$ cat src/hw/rtl/ssa_pkg.sv
// Package of the sparse sketch accumulator: field widths, operation codes,
// controller states and the command and status structs. No dependencies.
`timescale 1ns / 1ps
`default_nettype none

package ssa_pkg;

  localparam int OP_W      = 2;
  localparam int ROWID_W   = 8;
  localparam int LANE_W    = 16;
  localparam int PROD_W    = 32;
  localparam int SUM_W     = 40;
  localparam int MAX_LANES = 4;

  typedef enum logic [OP_W-1:0] {
    OP_ACC   = 2'd0,
    OP_READ  = 2'd1,
    OP_CLEAR = 2'd2,
    OP_NONE  = 2'd3
  } op_e;

  typedef enum logic [2:0] {
    ST_INIT,
    ST_IDLE,
    ST_FETCH,
    ST_MUL,
    ST_EXEC
  } state_e;

  typedef struct packed {
    logic capture;
    logic clr_en;
    logic mem_rd;
    logic mul_en;
    logic exec_wr;
    logic out_load;
  } dp_cmd_t;

  typedef struct packed {
    logic clr_last;
    logic is_read;
    logic out_free;
  } dp_sts_t;

endpackage

`default_nettype wire

$ cat src/hw/rtl/ssa_ctrl.sv
// Controller of the sparse sketch accumulator: the state machine that sequences
// the clearing pass and each item. Depends on ssa_pkg.
`timescale 1ns / 1ps
`default_nettype none

module ssa_ctrl (
  input  logic             clk_i,
  input  logic             rst_ni,
  input  logic             valid_i,
  output logic             stall_o,
  input  ssa_pkg::dp_sts_t sts_i,
  output ssa_pkg::dp_cmd_t cmd_o
);
  import ssa_pkg::*;

  state_e state_q, state_d;

  always_ff @(posedge clk_i or negedge rst_ni) begin
    if (!rst_ni) begin
      state_q <= ST_INIT;
    end else begin
      state_q <= state_d;
    end
  end

  always_comb begin
    state_d = state_q;
    unique case (state_q)
      ST_INIT: begin
        if (sts_i.clr_last) begin
          state_d = ST_IDLE;
        end
      end
      ST_IDLE: begin
        if (valid_i) begin
          state_d = ST_FETCH;
        end
      end
      ST_FETCH: begin
        state_d = ST_MUL;
      end
      ST_MUL: begin
        state_d = ST_EXEC;
      end
      ST_EXEC: begin
        if (!sts_i.is_read || sts_i.out_free) begin
          state_d = ST_IDLE;
        end
      end
      default: begin
        state_d = ST_INIT;
      end
    endcase
  end

  always_comb begin
    cmd_o   = '0;
    stall_o = 1'b1;
    unique case (state_q)
      ST_INIT: begin
        cmd_o.clr_en = 1'b1;
      end
      ST_IDLE: begin
        stall_o       = 1'b0;
        cmd_o.capture = valid_i;
      end
      ST_FETCH: begin
        cmd_o.mem_rd = 1'b1;
      end
      ST_MUL: begin
        cmd_o.mul_en = 1'b1;
      end
      ST_EXEC: begin
        if (sts_i.is_read) begin
          cmd_o.out_load = sts_i.out_free;
        end else begin
          cmd_o.exec_wr = 1'b1;
        end
      end
      default: begin
        cmd_o = '0;
      end
    endcase
  end

endmodule

`default_nettype wire

$ cat config.mk
export PLATFORM = sky130hd
export DESIGN_NAME = ssa_ctrl
export DESIGN_NICKNAME = d
export VERILOG_FILES = /design/src/hw/rtl/ssa_pkg.sv /design/src/hw/rtl/ssa_ctrl.sv
export SDC_FILE = /design/constraint.sdc
export NUM_CORES = 1
export LEC_CHECK = 0
export BUFFER_PORTS_ARGS = -buffer_cell sky130_fd_sc_hd__buf_2
export CORE_AREA = 4 4 41 43
export CTS_CLUSTER_SIZE = 8
export DETAILED_ROUTE_END_ITERATION = 8
export DIE_AREA = 0 0 45 47
export GPL_TIMING_DRIVEN = 0
export HOLD_SLACK_MARGIN = 0.08
export PLACE_DENSITY = 0.38
export SLEW_MARGIN = 20
export SYNTH_ARGS = -nofsm -noshare
export SYNTH_HDL_FRONTEND = slang
export SYNTH_SLANG_ARGS = --single-unit
export TNS_END_PERCENT = 50
$ cat constraint.sdc
create_clock -name clk_i -period 1 [get_ports clk_i]
set_input_delay 0.05 -clock clk_i [delete_from_list [all_inputs] [get_ports clk_i]]
set_output_delay 0.05 -clock clk_i [all_outputs]
set_load 0.05 [all_outputs]
### After elaboration in Yosys (flattened, before gate mapping)

Index checks and enable logic that the tools add are counted.

* reductions and logical operators: 4
* add/sub/neg operators: 0
* equality and inequality tests: 7
* muxes and demuxes: 12
* bitwise logic cells: 0
* divide/modulo/power cells: 0
* $mul: 0
* shifts and indexed selects: 0
* $lt $le $gt $ge: 0

Operators by type and width (count)
* $pmux 3 s5: 1
* $mux 3: 3
* $mux 1: 7
* $eq 3x2->1 const B: 2
* $ne 2x2->1 const B: 3
* $eq 3x1->1 const B: 1
* $eq 3x3->1 const B: 1
* $logic_not 3->1: 1
* $reduce_and 3->1: 1
* $mux 2: 1
* $logic_not 1->1: 1
* $logic_or 1x1->1: 1

* input bits: 6
* logic and storage cells: 24
* register bits: 3
* memories: 0
* ROM bits: 0
* bits in latches: 0
* RAM bits: 0

### Depth between registers and ports, before layout

Gate-level depths: netlist (run 1).

* depth in word-level cells: 4
* mapped depth: 3

### Worst setup path before layout (run 1)

OpenSTA, ideal clock, no wires.

* kind: flip-flop to output port
* start point: register state_q[1]
* end point: output port cmd_o[5] in the netlist's numbering
* setup slack: -0.818 ns
* cell stages (with the launch flop): 3
* buffers on the path: 0
* data arrival time: 1.768 ns
* cell sequence: dfrtp_1 or3b_1 nor2_1

RTL lines
* start, declared: line ssa_ctrl.sv:16 `state_e state_q, state_d;`
* start signal, assigned: line ssa_ctrl.sv:22 `state_q <= state_d;`
* end, declared: line ssa_ctrl.sv:12 `output ssa_pkg::dp_cmd_t cmd_o`

==> results of run 1 <==
-- worst max-delay path: stages (launching register included) --
cell	delay, ns
dfrtp_2	0.40
or3b_4	0.41
nor2_4	0.09
buf_6	0.16
-- stage by stage --
stage                     power [uW]  setup slack, ns  setup TNS [ns]  util, %  instance area, um2
after floorplan                  899           -0.303          -0.899        -                 229
after global placement          1050           -0.275          -0.948     23.7                 308
after detailed placement        1060           -0.288           -1.03     23.7                 308
after CTS                       1520           -0.347           -2.33     32.1                 418
after global routing            1610           -0.378           -2.63     32.4                 422
final                           1510           -0.334           -2.24     32.4                 422
-- metal layers --
| layer | share of wire (%) | vias up | track usage (%) |
|---|---|---|---|
| met5 | 0 | - | 0 |
| met4 | 0 | 0 | 5.26 |
| met3 | 9.7 | 0 | 3.45 |
| met1 | 39 | 116 | 7.53 |
| met2 | 51 | 9 | 11.3 |
| li1 | - | 119 | - |
-- where the power goes --
| part | switching (uW) | internal, uW |
|---|---|---|
| combinational | 629 | 432 |
| clock | 59.1 | 149 |
| sequential | 59.0 | 184 |
| total | 747 | 766 |
-- logic make-up (layout without fill, tap and decap cells) --
family,count (synthesis),in the layout,share of synthesized area (%)
and+or+nand+nor,15,15,44.0
AOI/OAI and AO/OA,4,4,15.9
DFF,3,3,38.2
buffers and inverters,1,21,1.91
-- final cells by class --
cell class	count	share of cell area, %
Tap cell	15	4.45
Multi-Input combinational cell	19	38.0
Clock buffer	4	6.23
Sequential cell	3	18.7
Inverter	1	0.890
Timing Repair Buffer	16	31.8
-- worst paths after layout --
kind | end | cells after the start | from | slack (ns)
worst min register to register | state_q[1] | 2 | state_q[2] | 0.59
worst min-delay path | state_q[0] | 3 | sts_i[2] | 0.1
max in group asynchronous | state_q[2] | 2 | rst_ni | 0.74
worst max-delay path | cmd_o[5] | 3 | state_q[0] | -0.33
worst max register to register | state_q[0] | 3 | state_q[1] | -0.27
min in group asynchronous | state_q[1] | 2 | rst_ni | 0.14
-- what timing repair did --
| item | 4_1_cts | 5_1_grt |
|---|---|---|
| setup endpoints to repair | 9 | 10 |
| cloned | 0 | 0 |
| pin swaps | 3 | 0 |
| endpoints found under the hold margin | 3 | 0 |
| hold buffers | 1 | 0 |
| buffers inserted | 3 | 0 |
| gates resized for setup | 18 | 1 |
==> impl_metrics.toml, run 1 <==
[floorplanning]
start_util_pct = 15.1
die_x_um = 45
ios = 13
die_area_um2 = 2120
core_um2 = 1300
rows = 13
die-height_um = 47

[cts]
cts_tree = "done"
cts.sinks = 3
cts_buffer_depth = 2
clock_latency_ns = 0.23
cts_made_buffers = 3
htree_levels = 1
clk_pin_slew_ns = 0.04
root_buffer = "clkbuf_4"

[outcome]
outcome = "complete, but fails checks"
violations = "negative setup slack"

[placed_design]
dp_hpwl_um = 420
place_congestion = 0.701
port_buffers = 12
placedCellCount = 50

[global_routing]
antenna_found_initial = 0
grt_pass1_vias = 238
grt_pass1_wl_mm = 1.06
grt_usage_pct = 7.20
grt_max_degree = 8
grt-ovfl-total = 0

[yosys]
syn-num-nets = 29
synth_edf_count = 0
ys.flop_type = "dfrtp_1"
async_flop_share_pct = 100
syn_avg_cell_area_um2 = 8.54
synth_top_area_share_pct = 38.2
synth_area_um2 = 196
synthTopCellsByArea = "dfrtp_1 (38%), nor2_1 (9.6%), o211ai_2 (6.4%), or4b_1 (5.1%), a31o_2 (4.5%)"
synthCells = 23
ys.warnings.count = 0
synth_largest_area_cell = "dfrtp_1"
synth_cell_types = 16
synth_seq_cells = 3
synth_commonest_cells = "nor2_1 (5), dfrtp_1 (3), nand2_1 (2)"
ys_seq_area_share_pct = 38.2
synth_most_common_cell = "nor2_1"

[worst_hold_path]
min_path_type = "primary input to register"

[layout]
final_cell_mix = "buf_6 (7), buf_2 (6), nor2_4 (3), clkbuf_4 (3), dfrtp_2 (3)"
regMostFlops = "state_q"
instances_no_fill = 58
fillers = 144
multi_input_area_um2 = 160
antenna_cells = 0
seq_area_um2 = 78.8
layout_commonest_cell = "buf_6"
largest_register_ffs = 3
area_growth_pct = 115
fin_nets = 50
drive_gt1_share_pct = 74.4
largest_registers = "state_q x3"

[timing]
hold_viol = 0
finClkSkew_ns = 0.00337
finalWorstSetupSlack_ns = -0.334
fmax_ghz = 0.750
fin_hold_ws_ns = 0.0996
slew_viol_final = 0
setup_viol = 9
rsz0062_at_grt = "yes"
finalCritPeriodShare_pct = 133
period_needed_ns = 1.33
worstMarginPinSlew_ns = 0.249
max-slew-margin-rel_pct = 83.5

[route]
dr.pass1.iters = 2
vias_per_cell = 4.21
final_antenna_net_count = 0
drtIter0Drc = 2
drt_wl_total_um = 617
drc_errors = 0
vias = 244
avgRoutedWirePerCell_um = 10.6

[pwr]
power_density_nw_per_um2 = 3590
vdd_drop_max_v = 0.000871
p_leak_uw = 0.000186

[critical_path]
crit_fanout = 7
critPathRequiredTime_ns = 0.95
end_kind = "primary output"
arrival_ns = 1.28
start_kind = "register"
worstSetupPathType = "register to primary output"

[flow_run]
cap_violations = 0
No activity file was read; power rests on OpenSTA's default activity.
==> run 2, diff against run 1 <==
Settings changed: HOLD_SLACK_MARGIN 0.08 to 0.1.
==> impl_metrics.toml, run 2 (same netlist as run 1, synthesis figures left out) <==
[outcome]
outcome = "complete, but fails checks"
violations = "negative setup slack"

[critical_path]
r2r-start = "state_q[1]"
worstSetupPathType = "register to primary output"
reg2reg_slack_ns = -0.27
crit_chain = "or3b_4 > nor2_4 > buf_6"
timing.rr.end = "state_q[0]"
end_kind = "primary output"
worst-path-buf-inv = 1
crit_fanout = 7
critPathRequiredTime_ns = 0.95
arrival_ns = 1.28
slowest_delay_ns = 0.41
rr_worst_depth = 3
start_kind = "register"
slowest_stage = "or3b_4"
crit_family = "simple AND/OR/NAND/NOR gates"

[timing]
hold_viol = 0
setup_viol = 9
worstMarginPinSlew_ns = 0.249
fmax_ghz = 0.750
slew_viol_final = 0
max-slew-margin-rel_pct = 83.5
rsz0062_at_grt = "yes"
finClkSkew_ns = 0.00337
finalWorstSetupSlack_ns = -0.334
finalCritPeriodShare_pct = 133
fin_hold_ws_ns = 0.116
period_needed_ns = 1.33

[placed_design]
post-place-ws_ns = -0.288
place_congestion = 0.701
dp_hpwl_um = 420
dpl-instance-area_um2 = 308
port_buffers = 12

[floorplanning]
die_x_um = 45
start_util_pct = 15.1
ios = 13
rows = 13
core_um2 = 1300
die-height_um = 47
die_area_um2 = 2120

[cts]
clock_latency_ns = 0.23
htree_levels = 1
cts_buffer_depth = 2
root_buffer = "clkbuf_4"
cts_tree = "done"
clk_pin_slew_ns = 0.04
cts.sinks = 3
cts_made_buffers = 3

[global_routing]
antenna_found_initial = 0
grt_max_degree = 8
grt_pass1_wl_mm = 1.08
grt-ovfl-total = 0
grt_pass1_vias = 243
grt_usage_pct = 7.28

[layout]
fillers = 144
largest_registers = "state_q x3"
design_area_um2 = 432
largest_register_ffs = 3
fin_nets = 51
drive_gt1_share_pct = 72.7
final_cell_mix = "buf_6 (7), buf_2 (6), nor2_4 (3), clkbuf_4 (3), dfrtp_2 (3)"
regMostFlops = "state_q"
layout_commonest_cell = "buf_6"
area_growth_pct = 120
antenna_cells = 0

[pwr]
p_leak_uw = 0.000190
vdd_drop_max_v = 0.000872
power_density_nw_per_um2 = 3510

[route]
vias_per_cell = 4.20
avgRoutedWirePerCell_um = 10.5
drc_errors = 0
drtIter0Drc = 2
dr.pass1.iters = 2
drt_wl_total_um = 619
final_antenna_net_count = 0
vias = 248

[worst_hold_path]
min_path_type = "primary input to register"
whs_endpoint = "state_q[1]"
worstHoldPathCells = 3
hold_start = "valid_i"

[flow_run]
cap_violations = 0
-- run 2: changes by cell type in the layout (fill, tap and decap cells not counted) --
cell | previous run | this run
dlygate4sd3_1 | 1 | 2
-- run 2: report_power, final --
| part | internal [uW] | total [uW] | switching [uW] |
|---|---|---|---|
| registers | 184 | 243 | 59.0 |
| clock network | 149 | 208 | 59.1 |
| logic | 435 | 1060 | 630 |
-- run 2: metrics by stage --
step / setup TNS, ns / power, uW / std cells / utilization [%]
final: -2.24 / 1520 / 59 / 33.2
after floorplan: -0.899 / 899 / 23 / -
after detailed placement: -1.03 / 1060 / 50 / 23.7
after global placement: -0.948 / 1050 / 50 / 23.7
after global routing: -2.63 / 1610 / 59 / 33.2
after CTS: -2.33 / 1520 / 59 / 32.9
-- run 2: worst min-delay path, delay by kind of cell --
family | cells | cell delay [ns]
and+or+nand+nor | 1 | 0.09
buffers and inverters | 1 | 0.12
AOI/OAI and AO/OA | 1 | 0.05
-- run 2: what timing repair did --
action / 4_1_cts / 5_1_grt
pin swaps: 3 / 0
hold buffers: 2 / 0
endpoints found under the setup margin: 9 / 10
gates resized for setup: 18 / 1
endpoints found under the hold margin: 4 / 0
buffers inserted: 3 / 0
-- run 2: cell type report --
type | count | area [um2] | area share, %
multi-input cells | 19 | 160 | 37.1
repair buffers | 17 | 144 | 33.3
flip-flops and latches | 3 | 78.8 | 18.3
clock buffers | 4 | 26.3 | 6.09
well taps | 15 | 18.8 | 4.35
inverters | 1 | 3.75 | 0.870
-- run 2: per-layer routing --
layer	GRT usage (%)	vias to the layer above	routed length, um
met1	7.76	118	242
met4	5.26	0	0
met3	3.45	0	60
li1	-	121	-
met2	11.3	9	316
met5	0	-	0
-- run 2: how the worst max path moves through the flow --
stage | from | endpoint | slack [ns] | cells after the start
after floorplan | state_q[1] | cmd_o[5] | -0.30 | 2
after global placement | state_q[1] | cmd_o[5] | -0.27 | 3
after detailed placement | state_q[1] | cmd_o[5] | -0.29 | 3
after CTS | state_q[1] | cmd_o[5] | -0.35 | 3
after global routing | state_q[0] | cmd_o[5] | -0.38 | 3
final | state_q[0] | cmd_o[5] | -0.33 | 3
==> run 3, diff against run 2 <==
Settings changed: PLACE_DENSITY 0.38 to 0.37, TNS_END_PERCENT 50 to 20.
Clock period 1 ns to 1.48 ns, I/O delays scaled along.
==> impl_metrics.toml, run 3 (same netlist as run 1, synthesis figures left out) <==
[critical_path]
end_kind = "primary output"
timing.rr.end = "state_q[0]"
worst-path-buf-inv = 1
reg2reg_slack_ns = 0.32
arrival_ns = 1.34
crit_chain = "or3b_4 > nor2_4 > buf_6"
crit_fanout = 8
start_kind = "register"
critPathRequiredTime_ns = 1.41
slowest_delay_ns = 0.44
crit_cells = 3
startpoint = "state_q[0]"
r2r-start = "state_q[1]"
crit_family = "simple AND/OR/NAND/NOR gates"
worstSetupPathType = "register to primary output"
rr_worst_depth = 2
cp-endpoint = "cmd_o[5]"
slowest_stage = "dfrtp_1"

[placed_design]
post-place-ws_ns = 0.166
dp_hpwl_um = 391
place_congestion = 0.707
placedCellCount = 50
port_buffers = 12

[floorplanning]
die_area_um2 = 2120
ios = 13
die_x_um = 45
start_util_pct = 15.1
core_um2 = 1300
rows = 13
die-height_um = 47

[layout]
largest_registers = "state_q x3"
layout_commonest_cell = "buf_2"
instances_no_fill = 57
drive_gt1_share_pct = 57.1
area_growth_pct = 80.9
regMostFlops = "state_q"
final_cell_mix = "buf_2 (9), clkbuf_4 (5), nor2_1 (4)"
antenna_cells = 0
fin_nets = 49
largest_register_ffs = 3

[global_routing]
grt_pass1_vias = 214
grt_pass1_wl_um = 814
antenna_found_initial = 0
grt_max_degree = 10
grt-ovfl-total = 0
grt_usage_pct = 5.86

[route]
avgRoutedWirePerCell_um = 9.26
vias = 231
drt_wl_total_um = 528
final_antenna_net_count = 0
drtIter0Drc = 1
drc_errors = 0
vias_per_cell = 4.05
dr.pass1.iters = 2

[timing]
finClkSkew_ns = 0.00299
fmax_ghz = 0.706
finalCritPeriodShare_pct = 95.7
hold_viol = 0
rsz0062_at_grt = "no"
worstMarginPinSlew_ns = 0.234
fin_hold_ws_ns = 0.125
period_needed_ns = 1.42
finalWorstSetupSlack_ns = 0.0635
slew_viol_final = 0
setup_viol = 0
max-slew-margin-rel_pct = 84.2

[pwr]
total_power_uw = 886
p_leak_uw = 0.000172
power_density_nw_per_um2 = 2490
vdd_drop_max_v = 0.000801

[worst_hold_path]
hold_start = "sts_i[2]"
min_path_type = "primary input to register"

[cts]
cts_tree = "done"
cts_buffer_depth = 2
cts_made_buffers = 3
htree_levels = 1
clk_pin_slew_ns = 0.03
root_buffer = "clkbuf_4"
clock_latency_ns = 0.23
cts.sinks = 3

[flow_run]
cap_violations = 0

[outcome]
outcome = "finished clean"
==> run 3: changes by cell type in the layout (fill, tap and decap cells not counted), moves of 2 or more <==
cell      delta
nor2_4       -2
buf_2        +3
nor2_1       +3
clkbuf_4     +2
buf_6        -6
==> run 3: how the worst min path moves through the flow <==
| stage | end | depth (start not counted) |
|---|---|---|
| after floorplan | state_q[0] | 0 |
| after global placement | state_q[2] | 1 |
| after detailed placement | state_q[1] | 1 |
| after CTS | state_q[0] | 3 |
| after global routing | state_q[1] | 3 |
| final | state_q[0] | 3 |
==> run 3: metrics by stage <==
stage / utilization, % / instance area, um2 / TNS, ns
after floorplan: - / 209 / -0.0136
after global placement: 22.1 / 288 / 0
after detailed placement: 22.1 / 288 / 0
after CTS: 25.4 / 330 / 0
after global routing: 27.3 / 355 / 0
final: 27.3 / 355 / 0
==> run 3: cell type report <==
type	count	area, um2
Timing Repair Buffer	15	96.3
Multi-Input combinational cell	19	133
Clock buffer	4	26.3
Tap cell	15	18.8
Fill cell	160	946
Sequential cell	3	77.6
Inverter	1	3.75
==> run 3: tightest hold or removal path: cells and delay by family <==
kind            cells  cell delay [ns]
compound gates      2             0.17
buf+inv             1             0.07
==> run 3: routing by layer <==
metal	track usage, %	vias to the layer above	part of all wire, %
met1	6.42	104	41
met3	1.15	2	8.3
met2	8.76	8	48
met4	7.02	0	2.7
li1	-	117	-
met5	0	-	0
==> run 3: where the power goes <==
group | total, uW | internal (uW) | switching, uW | leakage, uW
registers | 183 | 122 | 61.2 | 0.0000355
logic | 559 | 199 | 360 | 0.000121
clock network | 143 | 101 | 42.4 | 0.0000150
total | 886 | 422 | 464 | 0.000172
==> run 3: what timing repair did <==
action                                  in CTS  in global routing
gates resized for setup                      3                  4
endpoints found under the setup margin       1                  3
hold endpoints to repair                     3                  0
setup buffers                                0                  2
hold buffers                                 1                  0
